==> config.mk <==
export PLATFORM = sky130hd
export DESIGN_NAME = trial_division_prime_test_core
export DESIGN_NICKNAME = d
export VERILOG_FILES = /design/src/design/tdpt_pkg.sv /design/src/design/trial_division_prime_test_core.sv /design/src/design/tdpt_divider.sv
export SDC_FILE = /design/constraint.sdc
export NUM_CORES = 1
export LEC_CHECK = 0
export CAP_MARGIN = 0
export CORE_UTILIZATION = 40
export CTS_CLUSTER_SIZE = 28
export DETAILED_ROUTE_END_ITERATION = 6
export DONT_BUFFER_PORTS = 1
export PLACE_DENSITY = 0.64
export SLEW_MARGIN = 10
export SYNTH_ARGS = -nofsm -noshare
export SYNTH_HDL_FRONTEND = slang
export SYNTH_HIERARCHICAL = 1
export SYNTH_SLANG_ARGS = --single-unit
==> constraint.sdc <==
create_clock -name clock -period 5 [get_ports clock]
set_input_delay 0.5 -clock clock [delete_from_list [all_inputs] [get_ports clock]]
set_output_delay 0.5 -clock clock [all_outputs]
set_load 0.005 [all_outputs]
==> src/design/tdpt_pkg.sv <==
// Package for the trial-division prime test core.
// Holds the sequencer state type, divider status type and fixed field widths.
// No dependencies.
package tdpt_pkg;

   // Fixed widths of the transaction fields
   localparam int unsigned VALUE_PORT_WIDTH = 32;
   localparam int unsigned COUNT_WIDTH      = 32;

   localparam logic [COUNT_WIDTH-1:0] COUNT_MAX = '1;

   typedef enum logic [1:0] {
      ST_IDLE,
      ST_SCREEN,
      ST_DIVIDE,
      ST_FINISH
   } tdpt_state_type;

   typedef struct packed {
      logic done;      // one-cycle pulse, quotient and remainder settled
      logic rem_zero;  // remainder is zero
   } tdpt_div_status_type;

endpackage

==> src/design/trial_division_prime_test_core.sv <==
// Trial-division prime test core: one verdict and a running prime count per transaction.
// Verdicts for 2, even numbers and numbers below 2 are decided in the screen state;
// otherwise odd divisors from 3 are tried in turn until one divides or passes the root,
// each through the bit-serial divider and one deciding step. One transaction at a time;
// the next is taken the cycle after the verdict loads the output register.
// Reset: synchronous, active high.
module trial_division_prime_test_core
   import tdpt_pkg::*;
#(
   parameter int unsigned VALUE_WIDTH = 32
) (
   input  logic                        clock,
   input  logic                        reset,
   input  logic                        req_valid,
   output logic                        req_ready,
   input  logic [VALUE_PORT_WIDTH-1:0] req_value,
   output logic                        rsp_valid,
   input  logic                        rsp_ready,
   output logic                        rsp_is_prime,
   output logic [COUNT_WIDTH-1:0]      rsp_primes_seen
);

   // Bits of the value that take part; higher port bits are ignored
   localparam int unsigned NW = (VALUE_WIDTH < VALUE_PORT_WIDTH) ? VALUE_WIDTH
                                                                  : VALUE_PORT_WIDTH;

   tdpt_state_type          state_ff, state_in;
   logic [NW-1:0]           n_ff, n_in;           // number under test
   logic [NW-1:0]           d_ff, d_in;           // current odd divisor
   logic                    verdict_ff, verdict_in;
   logic [COUNT_WIDTH-1:0]  count_ff, count_in;
   logic                    rsp_valid_ff, rsp_valid_in;
   logic                    rsp_is_prime_ff, rsp_is_prime_in;

   logic                    div_start;
   logic [NW-1:0]           quotient;
   tdpt_div_status_type     div_status;

   // Remainder and quotient of n / d, one bit a cycle.
   // d <= n / d is the square bound taken without a multiplier and without wrap.
   tdpt_divider #(
      .WIDTH (NW)
   ) u_divider (
      .clock    (clock),
      .reset    (reset),
      .start    (div_start),
      .dividend (n_ff),
      .divisor  (d_ff),
      .quotient (quotient),
      .status   (div_status)
   );

   always_ff @(posedge clock) begin
      if (reset) begin
         state_ff     <= ST_IDLE;
         rsp_valid_ff <= 1'b0;
         count_ff     <= '0;
      end else begin
         state_ff     <= state_in;
         rsp_valid_ff <= rsp_valid_in;
         count_ff     <= count_in;
      end
      n_ff            <= n_in;
      d_ff            <= d_in;
      verdict_ff      <= verdict_in;
      rsp_is_prime_ff <= rsp_is_prime_in;
   end

   always_comb begin
      state_in        = state_ff;
      n_in            = n_ff;
      d_in            = d_ff;
      verdict_in      = verdict_ff;
      count_in        = count_ff;
      rsp_valid_in    = rsp_valid_ff;
      rsp_is_prime_in = rsp_is_prime_ff;
      div_start       = 1'b0;
      req_ready       = 1'b0;

      // Output register drains independently of the sequencer
      if (rsp_valid_ff && rsp_ready) begin
         rsp_valid_in = 1'b0;
      end

      case (state_ff)
         ST_IDLE: begin
            req_ready = 1'b1;
            if (req_valid) begin
               n_in     = req_value[NW-1:0];
               state_in = ST_SCREEN;
            end
         end
         ST_SCREEN: begin
            // 2 is prime; below 2 and other even numbers are not
            if (n_ff == NW'(2)) begin
               verdict_in = 1'b1;
               state_in   = ST_FINISH;
            end else if ((n_ff < NW'(2)) || !n_ff[0]) begin
               verdict_in = 1'b0;
               state_in   = ST_FINISH;
            end else begin
               d_in      = NW'(3);
               div_start = 1'b1;
               state_in  = ST_DIVIDE;
            end
         end
         ST_DIVIDE: begin
            if (div_status.done) begin
               if (d_ff > quotient) begin
                  // divisor past the square root: no factor found
                  verdict_in = 1'b1;
                  state_in   = ST_FINISH;
               end else if (div_status.rem_zero) begin
                  verdict_in = 1'b0;
                  state_in   = ST_FINISH;
               end else begin
                  d_in      = d_ff + NW'(2);
                  div_start = 1'b1;
               end
            end
         end
         ST_FINISH: begin
            // wait for a free output slot, then count and publish
            if (!rsp_valid_ff || rsp_ready) begin
               rsp_valid_in    = 1'b1;
               rsp_is_prime_in = verdict_ff;
               if (verdict_ff && (count_ff != COUNT_MAX)) begin
                  count_in = count_ff + COUNT_WIDTH'(1);
               end
               state_in = ST_IDLE;
            end
         end
         default: begin
            state_in = ST_IDLE;
         end
      endcase
   end

   assign rsp_valid       = rsp_valid_ff;
   assign rsp_is_prime    = rsp_is_prime_ff;
   // count only moves when a verdict is loaded, so it doubles as the payload
   assign rsp_primes_seen = count_ff;

endmodule

==> src/design/tdpt_divider.sv <==
// Bit-serial restoring divider for the trial-division prime test core.
// One quotient bit per cycle.
// Depends on tdpt_pkg.
module tdpt_divider
   import tdpt_pkg::*;
#(
   parameter int unsigned WIDTH = 32
) (
   input  logic                clock,
   input  logic                reset,
   input  logic                start,
   input  logic [WIDTH-1:0]    dividend,
   input  logic [WIDTH-1:0]    divisor,
   output logic [WIDTH-1:0]    quotient,
   output tdpt_div_status_type status
);

   localparam int unsigned CW = $clog2(WIDTH + 1);

   logic [WIDTH-1:0] dvd_sr_ff, dvd_sr_in;
   logic [WIDTH-1:0] rem_ff, rem_in;
   logic [WIDTH-1:0] quo_ff, quo_in;
   logic [CW-1:0]    cnt_ff, cnt_in;
   logic             busy_ff, busy_in;
   logic             done_ff, done_in;

   logic [WIDTH:0]   rem_shift;
   logic [WIDTH:0]   diff;
   logic             fits;

   assign rem_shift = {rem_ff, dvd_sr_ff[WIDTH-1]};
   assign diff      = rem_shift - {1'b0, divisor};
   assign fits      = (rem_shift >= {1'b0, divisor});

   always_comb begin
      dvd_sr_in = dvd_sr_ff;
      rem_in    = rem_ff;
      quo_in    = quo_ff;
      cnt_in    = cnt_ff;
      busy_in   = busy_ff;
      done_in   = 1'b0;
      if (start) begin
         dvd_sr_in = dividend;
         rem_in    = '0;
         quo_in    = '0;
         cnt_in    = CW'(WIDTH);
         busy_in   = 1'b1;
      end else if (busy_ff) begin
         dvd_sr_in = {dvd_sr_ff[WIDTH-2:0], 1'b0};
         rem_in    = fits ? diff[WIDTH-1:0] : rem_shift[WIDTH-1:0];
         quo_in    = {quo_ff[WIDTH-2:0], fits};
         cnt_in    = cnt_ff - CW'(1);
         if (cnt_ff == CW'(1)) begin
            busy_in = 1'b0;
            done_in = 1'b1;
         end
      end
   end

   always_ff @(posedge clock) begin
      if (reset) begin
         busy_ff <= 1'b0;
         done_ff <= 1'b0;
         cnt_ff  <= '0;
      end else begin
         busy_ff <= busy_in;
         done_ff <= done_in;
         cnt_ff  <= cnt_in;
      end
      dvd_sr_ff <= dvd_sr_in;
      rem_ff    <= rem_in;
      quo_ff    <= quo_in;
   end

   assign quotient        = quo_ff;
   assign status.done     = done_ff;
   assign status.rem_zero = (rem_ff == '0);

endmodule

* Word level (Yosys, flattened, before mapping)
Index checks and enable logic that the tools add are counted. Widths: inputs -> output; s select.
Word-level totals: register bits 205, bits in latches 0, bits in writable memories 0, ROM bits 0, output and inout port bits 35, logic and storage cells 94, memories kept 0
Cells by class: add/subtract/negate cells 4, $mul 0, div/mod/pow operators 0, order comparisons 3, equal/unequal tests 15, shift operators 0, mux-type cells 39, bitwise operators 1, reduce and logical (&&, ||, !) cells 18
Operators by type and width (number):
- $mux 32 | 8
- $pmux 32 s2 | 1
- $ge 33x32->1 | 1
- $add 32x1->32 const B | 1
- $add 32x2->32 const B | 1
- $eq 32x2->1 const B | 1
- $gt 32x32->1 | 1
- $logic_not 32->1 | 1
- $lt 32x2->1 const B | 1
- $ne 32x32->1 const B | 1
- $sub 32x32->32 | 1
- $mux 1 | 20
- $mux 6 | 2
- $ne 2x2->1 const B | 6
- $mux 2 | 5
- $pmux 2 s4 | 1
- $reduce_and 4->1 | 2
- $eq 6x1->1 const B | 1
- $ne 3x3->1 const B | 2
- $reduce_and 6->1 | 1
- $sub 6x1->6 const B | 1
- $eq 2x2->1 const B | 2
- $pmux 1 s2 | 2
- $reduce_and 2->1 | 2
- 11 further kinds | 15

* Depth between registers and ports, before layout
word-level depth 6, depth in mapped cells 14, gate-level depth less buffers 13

* Hierarchy
Netlist, hierarchy kept.
By module, submodules not included:
- tdpt_divider | instances 1, cells each 673, area an instance 6159.7 um^2, seq. area each 2402.3 um^2
- trial_division_prime_test_core | instances 1, cells each 511, area an instance 5260.0 um^2, seq. area each 2652.5 um^2

* Worst setup path after synthesis
No wires, ideal clock.
kind flip-flop to flip-flop, from register d_ff[3], to register d_ff[10], enable pin, library setup time 433 ps, data arrival time 3566 ps, setup slack 1001 ps, stages on the path, launching flop included 9, buffers on the path 0, clock period less this slack 3999 ps, cells stage by stage edfxtp_1 -> ha_1 -> a21oi_1 -> a21oi_1 -> o31a_1 -> o41a_2 -> o21ai_0 -> nand4b_1 -> a22oi_1
Between the ends: longest elaborated chain between the ends 3
Ends and longest elaborated chain:
- start, declared | line trial_division_prime_test_core.sv:29 | logic [NW-1:0] d_ff, d_in;
- start signal, assigned | line trial_division_prime_test_core.sv:64 | d_ff <= d_in;
- $gt 32x32->1 | line trial_division_prime_test_core.sv:109 | if (d_ff > quotient) begin
- $ne 2x2->1 (no source line)
- $reduce_and 6->1 (no source line)
Every way passes these cells. A chain may end at the register's enable or synchronous reset.

* Worst setup path after layout
from register d_ff[5], to register u_divider.rem_ff[14]
Between the ends: longest elaborated chain between the ends 4, elaborated cells between the ends (all ways) 7, those cells by class add/sub (1); order compare (2); mux (4)
Ends and longest elaborated chain:
- $gt 32x32->1 | line trial_division_prime_test_core.sv:109
- $mux 1 | line trial_division_prime_test_core.sv:109
- $mux 1 | line trial_division_prime_test_core.sv:108 | if (div_status.done) begin
- $pmux 1 s2 | line trial_division_prime_test_core.sv:85 | case (state_ff)
- via div_start | line trial_division_prime_test_core.sv:35 | logic div_start;
- end signal, assigned | line tdpt_divider.sv:71 | rem_ff <= rem_in;
- end, declared | line tdpt_divider.sv:21 | logic [WIDTH-1:0] rem_ff, rem_in;
The timed path passes the listed nets, and every way through them passes these cells.

==> impl_metrics.json <==
{
  "synth_warnings": 6,
  "synth.area.top_cells": "edfxtp_1, dfxtp_1, ha_1",
  "rows": 61,
  "dieWidth_um": 171,
  "synthesis.area_um2": 11400,
  "reg2reg_depth": 12,
  "slew_violations": 0,
  "seq_area_frac_synth_pct": 44.3,
  "synth_top_cell_area_share_pct": 25.5,
  "fin_crit_ps": 3940,
  "gr-total-overflow": 0,
  "insertion_delay_ps": 510,
  "crit_arrival_ps": 4350,
  "fillerInstances": 2743,
  "netlist_instances": 1184,
  "num_vias": 8359,
  "crit_fanout": 50,
  "drt-total-wl_um": 24400,
  "nets": 1281,
  "status": "finished clean",
  "ys_top_cells_by_count": "nor2_1, dfxtp_1, edfxtp_1",
  "syn2layout_area_growth_pct": 9.71,
  "powerDensity_nw_per_um2": 599,
  "cp_data_required_time_ps": 5400,
  "viasPerCell": 5.33,
  "yosysMostFrequentCell": "nor2_1",
  "rsz0062_at_grt": "no",
  "synth_enable_flop_cells": 97,
  "max_freq_mhz": 254,
  "pin_count": 71,
  "min_period_over_period_pct": 78.8,
  "htree_levels": 1,
  "numPortBuffers": 0,
  "drtIter0Drc": 585,
  "post_cts.repair.setup_buffers": 0,
  "ir_drop_v": 0.000337,
  "yosys.area.top_type": "edfxtp_1",
  "fin_skew_ps": 16.8,
  "cts_sinks": 204,
  "tritoncts": "built",
  "ant_nets": 0,
  "gp_congestion": 0.821,
  "die_area_um2": 29200,
  "drv_cap": 0,
  "hold_depth": 1,
  "p_sw_share_pct": 38.9,
  "hp-class": "input pin to flop",
  "p_leak_nw": 4.59,
  "combPwrFrac_pct": 43.2,
  "relSlewSlack_pct": 33.1,
  "grt_usage_pct": 16.8,
  "start_util_pct": 40.9,
  "antenna_found_initial": 0,
  "grt_max_degree": 80,
  "insertedDiodeCount": 0,
  "grt_pass1_vias": 8108,
  "tns_ps": 0,
  "clock_path_buffers": 3,
  "cts_made_buffers": 23,
  "clkSlewWorstSetupHoldPaths_ps": 60,
  "p_sw_w": 0.00292,
  "cts-root-buf": "clkbuf_16",
  "clkPwrFrac_pct": 22.8,
  "power.total_w": 0.00751,
  "drcViolationCount": 0,
  "postCtsHoldBufs": 0,
  "post-route-util_pct": 44.8,
  "yosys_register_bits": 204,
  "synth_cell_types": 79,
  "setup_viol": 0,
  "p_int_w": 0.00459,
  "seqPwrFrac_pct": 33.9,
  "dieHeight_um": 171,
  "crit_path_start_kind": "flop",
  "ys_async_sr_fraction_pct": 0,
  "final_hold_viol_count": 0,
  "critPathKind": "flop to flop",
  "wl_per_cell_um": 15.6,
  "dr.pass1.iters": 7,
  "grt_pass1_wl_um": 40100,
  "worst_setup_path_end_kind": "flop",
  "synth_fp_nets": 1292,
  "ctsResizeCount": 0,
  "drive_gt1_share_pct": 8.58,
  "synth_ff_type": "dfxtp_1",
  "worstMarginPinSlew_ps": 1000,
  "core_area_um2": 27900,
  "syn_area_per_cell_um2": 9.65,
  "dp_hpwl_um": 17500
}
## critical path: stages (launching register included)
cell      delay (ps)
edfxtp_1         490
ha_1             360
a211oi_1         250
nor2_1           110
o31a_1           240
o41a_2           410
o21ai_0          250
nand4b_1         240
a21boi_4         210
buf_4            480
buf_4            540
a211oi_1          90
o21a_1           140
## placed cells by master, fill, tap and decap left out, types with 10 or more instances in the layout
cell / n
a211oi_1: 25
a21o_1: 11
a21oi_1: 90
and3_1: 10
clkbuf_16: 23
dfxtp_1: 106
edfxtp_1: 97
ha_1: 71
inv_1: 83
mux2_2: 33
mux2i_1: 41
nand2_1: 61
nand3_1: 39
nand4_1: 33
nor2_1: 161
nor3_1: 10
nor4_1: 15
o21ai_0: 40
or3_1: 15
xnor2_1: 35
xor2_1: 41
## registers in the layout, summed over array words and instances (netlist names)
name                 cells
n_ff                    32
u_divider/quotient      32
d_ff                    31
u_divider/done_ff        1
u_divider/rem_ff        32
rsp_primes_seen         32
u_divider/cnt_ff         6
u_divider/dvd_sr_ff     32
state_ff                 2
u_divider/busy_ff        1
rsp_valid                1
rsp_is_prime             1
verdict_ff               1
## cells by family after synthesis
logic type	synth area share [%]
muxes	6.85
AOI/OAI and AO/OA	13.0
buffers and inverters	4.55
and+or+nand+nor	17.5
adders and majority gates	7.95
xor gates and xnor gates	5.83
DFF	44.3
other	0.0328
## layer usage
layer	vias to the layer above	share of wire, %	GRT usage (%)
met5	-	0	0
met1	3890	49	23.0
met4	0	2.0	4.50
li1	4244	-	-
met2	180	44	26.8
met3	45	5.3	3.38
## final timing paths
check | slack [ps] | to | start
setup / recovery | 1060 | u_divider/rem_ff[14] | d_ff[5]
hold / removal | 90 | rsp_primes_seen[19] | reset
setup reg to reg | 1060 | u_divider/rem_ff[14] | d_ff[5]
hold reg to reg | 490 | u_divider/quotient[31] | u_divider/quotient[31]
## through the flow
stage	hold slack [ps]	cells	setup WS, ps	cell area (µm²)
after floorplan	427	1184	1000	11400
after global placement	476	1526	1210	11800
after detailed placement	483	1526	1090	11800
after CTS	63.2	1567	1070	12500
after global routing	58.7	1567	854	12500
final	87.5	1567	1060	12500
## cell type report
type                            count  area (µm²)  area share (%)
Clock buffer                       29         608            4.85
Clock inverter                     12         159            1.27
Inverter                           84         315            2.52
Multi-Input combinational cell    853        5860            46.8
Sequential cell                   204        5060            40.4
Tap cell                          378         473            3.78
Timing Repair Buffer                7        52.6           0.419
## power groups by stage
stage                     logic (W)  registers, W  clock network (W)
after floorplan             0.00265       0.00246                  0
after global placement      0.00318       0.00256                  0
after detailed placement    0.00320       0.00258                  0
after CTS                   0.00323       0.00255            0.00176
after global routing        0.00361       0.00260            0.00183
final                       0.00324       0.00255            0.00171
(Power assumes the default switching activity.)
